<file path="config.mk">
export PLATFORM = sky130hd
export DESIGN_NAME = ir_pulse_width_receiver
export DESIGN_NICKNAME = d
export VERILOG_FILES = /design/src/irpw_pkg.sv /design/src/irpw_core.sv /design/src/ir_pulse_width_receiver.sv
export SDC_FILE = /design/constraint.sdc
export NUM_CORES = 1
export LEC_CHECK = 0
export BUFFER_PORTS_ARGS = -buffer_cell sky130_fd_sc_hd__buf_2
export CAP_MARGIN = 20
export CORE_ASPECT_RATIO = 0.7
export CORE_MARGIN = 1.5
export CORE_UTILIZATION = 60
export DETAILED_ROUTE_END_ITERATION = 12
export PLACE_DENSITY = 0.79
export SLEW_MARGIN = 20
export SYNTH_ARGS = -nofsm -noshare
export SYNTH_HDL_FRONTEND = slang
export SYNTH_HIERARCHICAL = 1
export SYNTH_SLANG_ARGS = --single-unit
</file>
<file path="constraint.sdc">
create_clock -name clk_i -period 11.4 [get_ports clk_i]
set_input_delay 1.14 -clock clk_i [delete_from_list [all_inputs] [get_ports clk_i]]
set_output_delay 1.14 -clock clk_i [all_outputs]
set_load 0.1 [all_outputs]
</file>
<file path="src/irpw_pkg.sv">
// Shared types and constants of the IR pulse-width receiver.
// No dependencies; imported by the core, the top level and the checker.
package irpw_pkg;

  localparam int unsigned BLOCK_BYTES = 32;
  // payload length must fit the block and let the 6-bit index reach length+1
  localparam int unsigned LenCap = (BLOCK_BYTES < 61) ? BLOCK_BYTES : 61;
  localparam logic [7:0]  LEN_MAX = 8'(LenCap);

  localparam logic [15:0] MIN_PULSE_RST        = 16'd156;
  localparam logic [15:0] HDR_MARK_MIN_RST     = 16'd21270;
  localparam logic [15:0] HDR_MARK_MAX_RST     = 16'd28777;
  localparam logic [15:0] HDR_SPACE_MIN_RST    = 16'd10635;
  localparam logic [15:0] HDR_SPACE_MAX_RST    = 16'd14388;
  localparam logic [15:0] ONE_THRESHOLD_RST    = 16'd3128;

  typedef enum logic [2:0] {
    CFG_MIN_PULSE     = 3'd0,
    CFG_HDR_MARK_MIN  = 3'd1,
    CFG_HDR_MARK_MAX  = 3'd2,
    CFG_HDR_SPACE_MIN = 3'd3,
    CFG_HDR_SPACE_MAX = 3'd4,
    CFG_ONE_THRESHOLD = 3'd5
  } cfg_idx_e;

  typedef enum logic [1:0] {
    PH_HDR_MARK   = 2'd0,
    PH_HDR_SPACE  = 2'd1,
    PH_DATA_MARK  = 2'd2,
    PH_DATA_SPACE = 2'd3
  } phase_e;

  typedef enum logic [2:0] {
    ST_OK     = 3'd0,
    ST_RESYNC = 3'd1,
    ST_RANGE  = 3'd2,
    ST_HEADER = 3'd3,
    ST_SIZE   = 3'd4
  } status_e;

  typedef struct packed {
    logic [15:0] min_pulse;
    logic [15:0] hdr_mark_min;
    logic [15:0] hdr_mark_max;
    logic [15:0] hdr_space_min;
    logic [15:0] hdr_space_max;
    logic [15:0] one_threshold;
  } cfg_t;

  typedef struct packed {
    logic       byte_valid;
    logic [7:0] byte_value;
    logic [5:0] byte_index;
    logic       frame_done;
    status_e    status;
  } res_t;

endpackage

</file>
<file path="src/irpw_core.sv">
// Frame decoder of the IR pulse-width receiver: interval measurement,
// header windows, bit packing and frame bookkeeping. Uses irpw_pkg.
module irpw_core import irpw_pkg::*; (
  input  logic        clk_i,
  input  logic        rst_ni,
  input  logic        adv_i,
  input  logic [31:0] edge_time_i,
  input  cfg_t        cfg_i,
  output res_t        res_o
);

  phase_e      phase_q, phase_d;
  logic [31:0] last_q, last_d;
  logic        have_q, have_d;
  logic [7:0]  shift_q, shift_d;
  logic [2:0]  bit_cnt_q, bit_cnt_d;
  logic [5:0]  byte_cnt_q, byte_cnt_d;
  logic [7:0]  plen_q, plen_d;

  logic        resync;
  logic [31:0] diff;
  logic        out_of_range;
  logic        hdr_mark_ok;
  logic        hdr_space_ok;
  logic        bit_val;
  logic        byte_full;
  logic [7:0]  new_shift;
  logic        bad_blocks;
  logic        bad_len;
  logic        last_byte;

  assign resync       = !have_q || (last_q > edge_time_i);
  assign diff         = edge_time_i - last_q;
  assign out_of_range = (diff > {16'b0, cfg_i.hdr_mark_max}) ||
                        (diff < {16'b0, cfg_i.min_pulse});
  // upper bound of the mark window is already enforced by the range check
  assign hdr_mark_ok  = diff >= {16'b0, cfg_i.hdr_mark_min};
  assign hdr_space_ok = (diff >= {16'b0, cfg_i.hdr_space_min}) &&
                        (diff <= {16'b0, cfg_i.hdr_space_max});
  assign bit_val      = diff > {16'b0, cfg_i.one_threshold};
  assign byte_full    = bit_cnt_q == 3'd7;
  assign new_shift    = {shift_q[6:0], bit_val};
  assign bad_blocks   = (byte_cnt_q == 6'd0) && (new_shift != 8'd1);
  assign bad_len      = (byte_cnt_q == 6'd1) &&
                        ((new_shift == 8'd0) || (new_shift > LEN_MAX));
  assign last_byte    = (byte_cnt_q > 6'd1) &&
                        ({3'b0, byte_cnt_q} >= ({1'b0, plen_q} + 9'd1));

  // next state
  always_comb begin
    logic clear;
    clear      = 1'b0;
    phase_d    = phase_q;
    last_d     = edge_time_i;
    have_d     = 1'b1;
    shift_d    = shift_q;
    bit_cnt_d  = bit_cnt_q;
    byte_cnt_d = byte_cnt_q;
    plen_d     = plen_q;
    if (resync || out_of_range) begin
      clear = 1'b1;
    end else begin
      case (phase_q)
        PH_HDR_MARK: begin
          if (hdr_mark_ok) phase_d = PH_HDR_SPACE;
          else clear = 1'b1;
        end
        PH_HDR_SPACE: begin
          if (hdr_space_ok) phase_d = PH_DATA_MARK;
          else clear = 1'b1;
        end
        PH_DATA_MARK: begin
          phase_d = PH_DATA_SPACE;
          if (byte_full) begin
            shift_d    = 8'd0;
            bit_cnt_d  = 3'd0;
            byte_cnt_d = byte_cnt_q + 6'd1;
            if (byte_cnt_q == 6'd1) plen_d = new_shift;
            if (bad_blocks || bad_len || last_byte) clear = 1'b1;
          end else begin
            shift_d   = new_shift;
            bit_cnt_d = bit_cnt_q + 3'd1;
          end
        end
        PH_DATA_SPACE: phase_d = PH_DATA_MARK;
        default:       clear = 1'b1;
      endcase
    end
    if (clear) begin
      phase_d    = PH_HDR_MARK;
      shift_d    = 8'd0;
      bit_cnt_d  = 3'd0;
      byte_cnt_d = 6'd0;
      plen_d     = 8'd0;
    end
  end

  // result of this edge
  always_comb begin
    res_o = '0;
    res_o.status = ST_OK;
    if (resync) begin
      res_o.status = ST_RESYNC;
    end else if (out_of_range) begin
      res_o.status = ST_RANGE;
    end else begin
      case (phase_q)
        PH_HDR_MARK:  if (!hdr_mark_ok) res_o.status = ST_HEADER;
        PH_HDR_SPACE: if (!hdr_space_ok) res_o.status = ST_HEADER;
        PH_DATA_MARK: begin
          if (byte_full) begin
            res_o.byte_valid = 1'b1;
            res_o.byte_value = new_shift;
            res_o.byte_index = byte_cnt_q;
            res_o.frame_done = last_byte;
            if (bad_blocks || bad_len) res_o.status = ST_SIZE;
          end
        end
        default: res_o.status = ST_OK;
      endcase
    end
  end

  always_ff @(posedge clk_i or negedge rst_ni) begin
    if (!rst_ni) begin
      phase_q    <= PH_HDR_MARK;
      last_q     <= 32'd0;
      have_q     <= 1'b0;
      shift_q    <= 8'd0;
      bit_cnt_q  <= 3'd0;
      byte_cnt_q <= 6'd0;
      plen_q     <= 8'd0;
    end else if (adv_i) begin
      phase_q    <= phase_d;
      last_q     <= last_d;
      have_q     <= have_d;
      shift_q    <= shift_d;
      bit_cnt_q  <= bit_cnt_d;
      byte_cnt_q <= byte_cnt_d;
      plen_q     <= plen_d;
    end
  end

endmodule

</file>
<file path="src/ir_pulse_width_receiver.sv">
// IR pulse-width receiver: configuration registers, input and result
// registers around irpw_core. Uses irpw_pkg.
//
// Usage: each input request carries the microsecond timestamp of one
// receiver pin edge (edge_time_us_i, valid/ready). Every request gives
// exactly one result request on the output channel: byte_valid_o with
// byte_value_o/byte_index_o when the edge completed a byte, frame_done_o
// on the last byte of a frame, and status_o (ok, resync, range, header,
// size). An accepted edge is held in the input register, decoded in a single
// pass and its result held in the result register; throughput is one edge
// per cycle unless the output stalls. Configuration is a plain write port
// (cfg_we_i, cfg_idx_i, cfg_data_i), to be written only while no request
// is in flight, which the block does not enforce; unknown indexes are ignored.
// Reset loads the default windows, clears the frame and forgets the last
// edge, so the first edge after reset reports a resync. When the receiver
// holds out_ready_i low the result register holds, the input register
// fills, and in_ready_o then drops until the result is taken.
module ir_pulse_width_receiver import irpw_pkg::*; (
  input  logic        clk_i,
  input  logic        rst_ni,
  input  logic        cfg_we_i,
  input  logic [2:0]  cfg_idx_i,
  input  logic [15:0] cfg_data_i,
  input  logic        in_valid_i,
  output logic        in_ready_o,
  input  logic [31:0] edge_time_us_i,
  output logic        out_valid_o,
  input  logic        out_ready_i,
  output logic        byte_valid_o,
  output logic [7:0]  byte_value_o,
  output logic [5:0]  byte_index_o,
  output logic        frame_done_o,
  output logic [2:0]  status_o
);

  cfg_t        cfg_q;
  logic        in_vld_q;
  logic [31:0] edge_q;
  logic        out_vld_q;
  res_t        res_q;
  res_t        res_d;
  logic        s2_free;
  logic        adv;

  assign s2_free    = !out_vld_q || out_ready_i;
  assign adv        = in_vld_q && s2_free;
  assign in_ready_o = !in_vld_q || s2_free;

  always_ff @(posedge clk_i or negedge rst_ni) begin
    if (!rst_ni) begin
      cfg_q.min_pulse     <= MIN_PULSE_RST;
      cfg_q.hdr_mark_min  <= HDR_MARK_MIN_RST;
      cfg_q.hdr_mark_max  <= HDR_MARK_MAX_RST;
      cfg_q.hdr_space_min <= HDR_SPACE_MIN_RST;
      cfg_q.hdr_space_max <= HDR_SPACE_MAX_RST;
      cfg_q.one_threshold <= ONE_THRESHOLD_RST;
    end else if (cfg_we_i) begin
      case (cfg_idx_i)
        CFG_MIN_PULSE:     cfg_q.min_pulse     <= cfg_data_i;
        CFG_HDR_MARK_MIN:  cfg_q.hdr_mark_min  <= cfg_data_i;
        CFG_HDR_MARK_MAX:  cfg_q.hdr_mark_max  <= cfg_data_i;
        CFG_HDR_SPACE_MIN: cfg_q.hdr_space_min <= cfg_data_i;
        CFG_HDR_SPACE_MAX: cfg_q.hdr_space_max <= cfg_data_i;
        CFG_ONE_THRESHOLD: cfg_q.one_threshold <= cfg_data_i;
        default: ;
      endcase
    end
  end

  always_ff @(posedge clk_i or negedge rst_ni) begin
    if (!rst_ni) begin
      in_vld_q  <= 1'b0;
      out_vld_q <= 1'b0;
    end else begin
      if (in_valid_i && in_ready_o) in_vld_q <= 1'b1;
      else if (adv)                 in_vld_q <= 1'b0;
      if (adv)              out_vld_q <= 1'b1;
      else if (out_ready_i) out_vld_q <= 1'b0;
    end
  end

  always_ff @(posedge clk_i) begin
    if (in_valid_i && in_ready_o) edge_q <= edge_time_us_i;
    if (adv)                      res_q  <= res_d;
  end

  irpw_core u_core (
    .clk_i       (clk_i),
    .rst_ni      (rst_ni),
    .adv_i       (adv),
    .edge_time_i (edge_q),
    .cfg_i       (cfg_q),
    .res_o       (res_d)
  );

  assign out_valid_o  = out_vld_q;
  assign byte_valid_o = res_q.byte_valid;
  assign byte_value_o = res_q.byte_value;
  assign byte_index_o = res_q.byte_index;
  assign frame_done_o = res_q.frame_done;
  assign status_o     = res_q.status;

endmodule

</file>
-- After elaboration in Yosys (flattened, before gate mapping)
Index checks and enable logic that the tools add are counted.
- bits in registers: 208
- input port bits: 56
- output and inout bits: 21
- $add $sub $neg: 4
- magnitude comparators: 10
- equal/unequal tests: 14
- multiplexer cells: 38
- bitwise gates (word level): 2
- reductions and logical operators: 39
- operators with widths (cell ; count):
    greater-or-equal comparator 32 x 16 -> 1 bit ; 2
    > comparator 32 x 16 -> 1 bit ; 2
    2-to-1 mux 8 bit ; 5
    > comparator 32 bit ; 1
    less-or-equal comparator 32 x 16 -> 1 bit ; 1
    < comparator 32 x 16 -> 1 bit ; 1
    subtractor 32 bit ; 1
    2-to-1 mux 7 bit ; 4
    2-to-1 mux 6 bit ; 4
    2-to-1 mux 19 bit ; 1
    2-to-1 mux 3 bit ; 5
    2-to-1 mux 2 bit ; 7
    AND reduction 2 bit ; 6
    nonzero test 2 bit ; 5
    adder 8 x 1 -> 9 bit, second input constant ; 1
    == test 3 bit, second input constant ; 3
    greater-or-equal comparator 6 x 9 -> 1 bit ; 1
    2-to-1 mux 1 bit ; 9
    one-hot mux 3 bit (3 select lines) ; 1
    > comparator 8 x 6 -> 1 bit, second input constant ; 1
    logical NOT 8 bit ; 1
    logical OR 1 bit ; 8
    inequality test 8 x 1 -> 1 bit, second input constant ; 1
    one-hot mux 2 bit (4 select lines) ; 1
    other kinds (23) ; 35

-- Depth between registers and ports, before layout
- depth after elaboration: 13
- depth in mapped cells: 22
- gate-level depth less buffers: 21

-- Cells and area by module
Netlist, hierarchy kept.
- by module, submodules not included (module ; instances ; cells an instance ; area an instance (um^2) ; seq. area each (um^2)):
    irpw_core ; 1 ; 925 ; 7203.2 ; 1476.4
    ir_pulse_width_receiver ; 1 ; 267 ; 5381.4 ; 4028.9

-- Worst setup path after synthesis
No wires, ideal clock.
- path kind: flip-flop to flip-flop
- from: reg edge_q[0]
- to: reg u_core.shift_q[0]
- setup time: 0.083 ns
- arrival: 4.903 ns
- data required time: 11.317 ns
- path slack: 6.414 ns
- stages on the path, launching flop included: 21
- path buffers: 1
- period minus slack after synthesis: 4.986 ns
- cell sequence: edfxtp_1 > inv_1 > ha_1 > fa_1 > nand2b_1 > a21oi_1 > o21a_1 > a21boi_0 > o311a_1 > xnor2_1 > ha_1 > o211ai_1 > o21ai_0 > a21o_1 > a211o_1 > or3b_2 > nor4_1 > nand3_1 > or3_1 > clkbuf_1 > o22ai_1
- word-level cells in the longest chain between the ends: 13
- ends and longest elaborated chain (item ; line ; RTL):
    from (decl) ; ir_pulse_width_receiver.sv:38 ; logic [31:0] edge_q;
    from (signal assigned) ; ir_pulse_width_receiver.sv:83 ; if (in_valid_i && in_ready_o) edge_q <= edge_time_us_i;
    subtractor 32 bit ; irpw_core.sv:33 ; assign diff = edge_time_i - last_q;
    > comparator 32 x 16 -> 1 bit ; irpw_core.sv:40 ; assign bit_val = diff > {16'b0, cfg_i.one_threshold};
    > comparator 8 x 6 -> 1 bit or logical NOT 8 bit (tied branches) ; irpw_core.sv:45 ; ((new_shift == 8'd0) || (new_shift > LEN_MAX));
    logical OR 1 bit ; irpw_core.sv:45 ;
    logical AND 1 bit ; irpw_core.sv:44 ; assign bad_len = (byte_cnt_q == 6'd1) &&
    logical OR 1 bit (2 in a row) ; irpw_core.sv:79 ; if (bad_blocks || bad_len || last_byte) clear = 1'b1;
    2-to-1 mux 1 bit ; irpw_core.sv:79 ;
    2-to-1 mux 1 bit ; irpw_core.sv:74 ; if (byte_full) begin
    one-hot mux 1 bit (3 select lines) ; irpw_core.sv:63 ; case (phase_q)
    2-to-1 mux 1 bit ; irpw_core.sv:60 ; if (resync || out_of_range) begin
    inequality test 2 bit (no line) or nonzero test 2 bit (tied branches) ; n/a ;
    AND reduction 3 bit (no line) ; n/a ;
    to (signal assigned) ; irpw_core.sv:137 ; shift_q <= shift_d;
    to (decl) ; irpw_core.sv:15 ; logic [7:0] shift_q, shift_d;
Several ways; a longest one is shown, not always the timed one. The select of a mux whose other input is x is not followed.
A chain may end at the register's enable or synchronous reset.

-- Final worst setup path
- from: reg edge_q[0]
- to: reg u_core.plen_q[4]
- word-level cells in the longest chain between the ends: 13
- ends and longest elaborated chain (item ; line ; RTL):
    subtractor 32 bit ; irpw_core.sv:33 ;
    > comparator 32 x 16 -> 1 bit ; irpw_core.sv:40 ;
    > comparator 8 x 6 -> 1 bit or logical NOT 8 bit (tied branches) ; irpw_core.sv:45 ;
    logical OR 1 bit ; irpw_core.sv:45 ;
    logical AND 1 bit ; irpw_core.sv:44 ;
    logical OR 1 bit (2 in a row) ; irpw_core.sv:79 ;
    2-to-1 mux 1 bit ; irpw_core.sv:79 ;
    2-to-1 mux 1 bit ; irpw_core.sv:74 ;
    one-hot mux 1 bit (3 select lines) ; irpw_core.sv:63 ;
    2-to-1 mux 1 bit ; irpw_core.sv:60 ;
    inequality test 2 bit (no line) or nonzero test 2 bit (tied branches) ; n/a ;
    AND reduction 5 bit (no line) ; n/a ;
    to (signal assigned) ; irpw_core.sv:140 ; plen_q <= plen_d;
    to (decl) ; irpw_core.sv:18 ; logic [7:0] plen_q, plen_d;
Several ways; a longest one is shown, not always the timed one.

==> out/qor.yml <==
run_status:
  run_status: "finished, final reports clean"
synth:
  yosysTopAreaCell: "dfrtp_1"
  synthesis.nets: 1388
  ys_seq_area_share_pct: 43.75
  synth_warnings: 6
  synth_top_area_share_pct: 24.06
  synth_cell_type_count: 77
  synth_edf_count: 51
  syn_inst: 1192
  ys_dominant_reg_cell: "dfrtp_1"
  postSynthAreaPerCell_um2: 10.56
  synth_area_leaders: "dfrtp_1 24%, ha_1 14%, edfxtp_1 12%"
  ys_seq_elements: 208
  async_reset_ff_share_pct: 75.48
  netlist_area_um2: 12580
detailed_routing:
  firstDrtPassIters: 5
  routedWlPerCell_um: 17.76
  via_per_inst: 5.867
  ant_nets: 0
  num_vias: 9129
  drt_iter0_markers: 756
  drc_errors: 0
  drt_wl_total_um: 27630
clock_network:
  cts_setup_buffers: 0
  cts_sinks: 208
  cts.htree.levels: 1
  cts-buffers-inserted: 21
  cts_resized: 0
  cts_tree: "done"
  clockBufferDepth: 3
  clk_latency_ns: 0.51
  clk_pin_slew_ns: 0.06
  root_buffer: "clkbuf_16"
  hold_buffers: 0
worst_setup_path:
  criticalPathCategory: "reg -> reg"
  cp-start-kind: "flop"
  end_kind: "flop"
  timing.critical_path.buf_inv: 1
  arrival_ns: 6.56
  crit_path_max_fanout: 8
  worst_path_largest_cell_delay_ns: 0.61
  crit_chain: "inv_1, ha_1, fa_1, nand2b_1, a21oi_1, o21a_1, a21boi_0, xnor2_1, ha_1, o21ai_0, o21bai_1, a211oi_1, o21ai_0, a21o_1, a211o_1, or3b_2, nor4_1, nand3_1, o21ai_1, a22o_1"
  critPathRequiredTime_ns: 11.85
  reg2regPathDepth: 20
  crit_cells: 20
  critPathTopFamily: "compound AO/OA/AOI/OAI gates"
  slowest_stage: "nor4_1"
floorplan:
  die_area_um2: 21870
  num_io_pins: 77
  chipWidth_um: 176.1
  num_rows: 44
  core_area_um2: 20640
  start_util_pct: 60.96
  die_h_um: 124.2
sta:
  relSlewSlack_pct: 36.51
  drv_slew: 0
  fin_skew_ns: 0.01396
  fin_crit_sh_pct: 53.61
  rsz0062_at_grt: "false"
  tightest_slew_ns: 0.9523
  max_freq_mhz: 163.6
  fin_crit_ns: 6.112
  setup_violations: 0
  tns_ns: 0
  final_hold_viol_count: 0
  setup_slack_ns: 5.288
placement:
  port-buffer-count: 76
  place_congestion: 0.9337
  dp.cells: 1518
  dp_slack_ns: 5.475
  dpl.hpwl_um: 20240
  dpl-instance-area_um2: 13160
cells_and_area:
  nFillCells: 1587
  num_antenna_cells: 0
  area_delta_synth_final_pct: 9.564
  drive_above_1_share_pct: 20.55
  final_area_um2: 13790
  final_core_util_pct: 66.79
  fin_nets: 1461
  layoutNonFillerInstCount: 1556
  layout_common_cells: "145 x inv_1, 139 x ha_1, 121 x dfrtp_1"
  layout_commonest_cell: "inv_1"
run:
  cap_violations: 0
pwr:
  p_leak_nw: 6.271
  power_density_nw_per_um2: 189.9
  power_frac_seq_pct: 36.0
  clock_power_share_pct: 24.6
  net-switching-power_mw: 0.9459
  max-vdd-ir-drop_v: 0.0001398
  power.share.switching_pct: 36.13
  p_int_mw: 1.672
  pwr-share-comb_pct: 39.4
grt:
  grt_max_degree: 102
  overflow: 0
  grt_pass1_wl_um: 45240
  antenna_found_initial: 0
  grt_pass1_vias: 8732
  grt_use_total_pct: 26.13
min_path:
  whs_path_depth: 1
  hold_class: "reg -> reg"
-- worst reg2reg max path, cell delays in order, from the launching register on --
cell and delay [ns]:
edfxtp_1 0.34, inv_1 0.05, ha_1 0.21, fa_1 0.42, nand2b_1 0.20, a21oi_1 0.35, o21a_1 0.29, a21boi_0 0.16
xnor2_1 0.53, ha_1 0.36, o21ai_0 0.16, o21bai_1 0.09, a211oi_1 0.25, o21ai_0 0.12, a21o_1 0.16, a211o_1 0.33
or3b_2 0.45, nor4_1 0.61, nand3_1 0.25, o21ai_1 0.49, a22o_1 0.24
-- cell families (layout without fill, tap and decap cells) --
family / after synthesis / after routing / share of synthesized area [%]
multiplexers: 99 / 99 / 9.137
AO/OA/AOI/OAI: 269 / 269 / 13.86
adder cells (fa/ha/maj): 140 / 140 / 13.98
buffers and inverters: 175 / 263 / 5.816
XOR/XNOR: 27 / 27 / 1.879
AND/OR/NAND/NOR: 274 / 274 / 11.58
flip-flops: 208 / 208 / 43.75
-- stage by stage --
| step | hold WS (ns) | total power [mW] |
|---|---|---|
| 2_1_floorplan | 0.4324 | 1.683 |
| 3_3_place_gp | 0.4464 | 1.910 |
| 3_5_place_dp | 0.4524 | 1.957 |
| 4_1_cts | 0.4668 | 2.614 |
| 5_1_grt | 0.4792 | 2.809 |
| 6_report | 0.4653 | 2.618 |
-- final cells by class --
cell class,instances,area [um2],share of cell area [%]
multi-input combinational,809,6350,46.05
sequential,208,5505,39.93
clock buffer,35,608.1,4.410
inverter,145,544.3,3.947
timing repair buffer,80,416.7,3.022
tap,276,345.3,2.505
clock inverter,3,18.77,0.1361
-- power groups by stage --
stage / clock, mW / sequential, mW / combinational, mW
floorplan: 0 / 0.977 / 0.707
global placement: 0 / 0.950 / 0.960
detailed placement: 0 / 0.956 / 1.00
CTS: 0.655 / 0.944 / 1.02
global route: 0.688 / 0.957 / 1.16
finish: 0.644 / 0.943 / 1.03
-- cells in the mapped netlist, types with 12 or more instances --
cell / n
a21o_1: 24
a21oi_1: 64
clkbuf_1: 14
dfrtp_1: 121
dfstp_2: 36
edfxtp_1: 51
ha_1: 139
inv_1: 145
mux2_2: 86
nand2_1: 83
nand2b_1: 18
nand3_1: 23
nand4_1: 21
nor2_1: 39
nor3_1: 30
o21a_1: 12
o21ai_0: 75
o22ai_1: 13
xnor2_1: 17
-- sequential cells by signal, summed over array words and instances, names as in the netlist, 2 cells and up --
register,count
u_core/shift_q,7
edge_q,32
u_core/phase_q,2
u_core/plen_q,8
u_core/byte_cnt_q,6
cfg_q,96
status_o,3
byte_index_o,6
u_core/last_q,32
u_core/bit_cnt_q,3
byte_value_o,8
-- path summary, 6_finish.rpt --
| kind | start | endpoint | slack, ns |
|---|---|---|---|
| worst min-delay path | u_core/have_q | u_core/have_q | 0.47 |
| min in group asynchronous | rst_ni | cfg_q[67] | 0.72 |
| worst min register to register | u_core/have_q | u_core/have_q | 0.47 |
| worst max register to register | edge_q[0] | u_core/plen_q[4] | 5.29 |
| max in group asynchronous | rst_ni | u_core/last_q[24] | 9.39 |
| worst max-delay path | edge_q[0] | u_core/plen_q[4] | 5.29 |
-- routing by layer --
metal,track usage [%],up-vias,wire length [um]
li1,-,4438,-
met1,40.05,4389,13930
met2,38.75,256,11580
met3,3.510,46,1470
met4,6.944,0,647
met5,0,-,0
(Power assumes the default switching activity.)
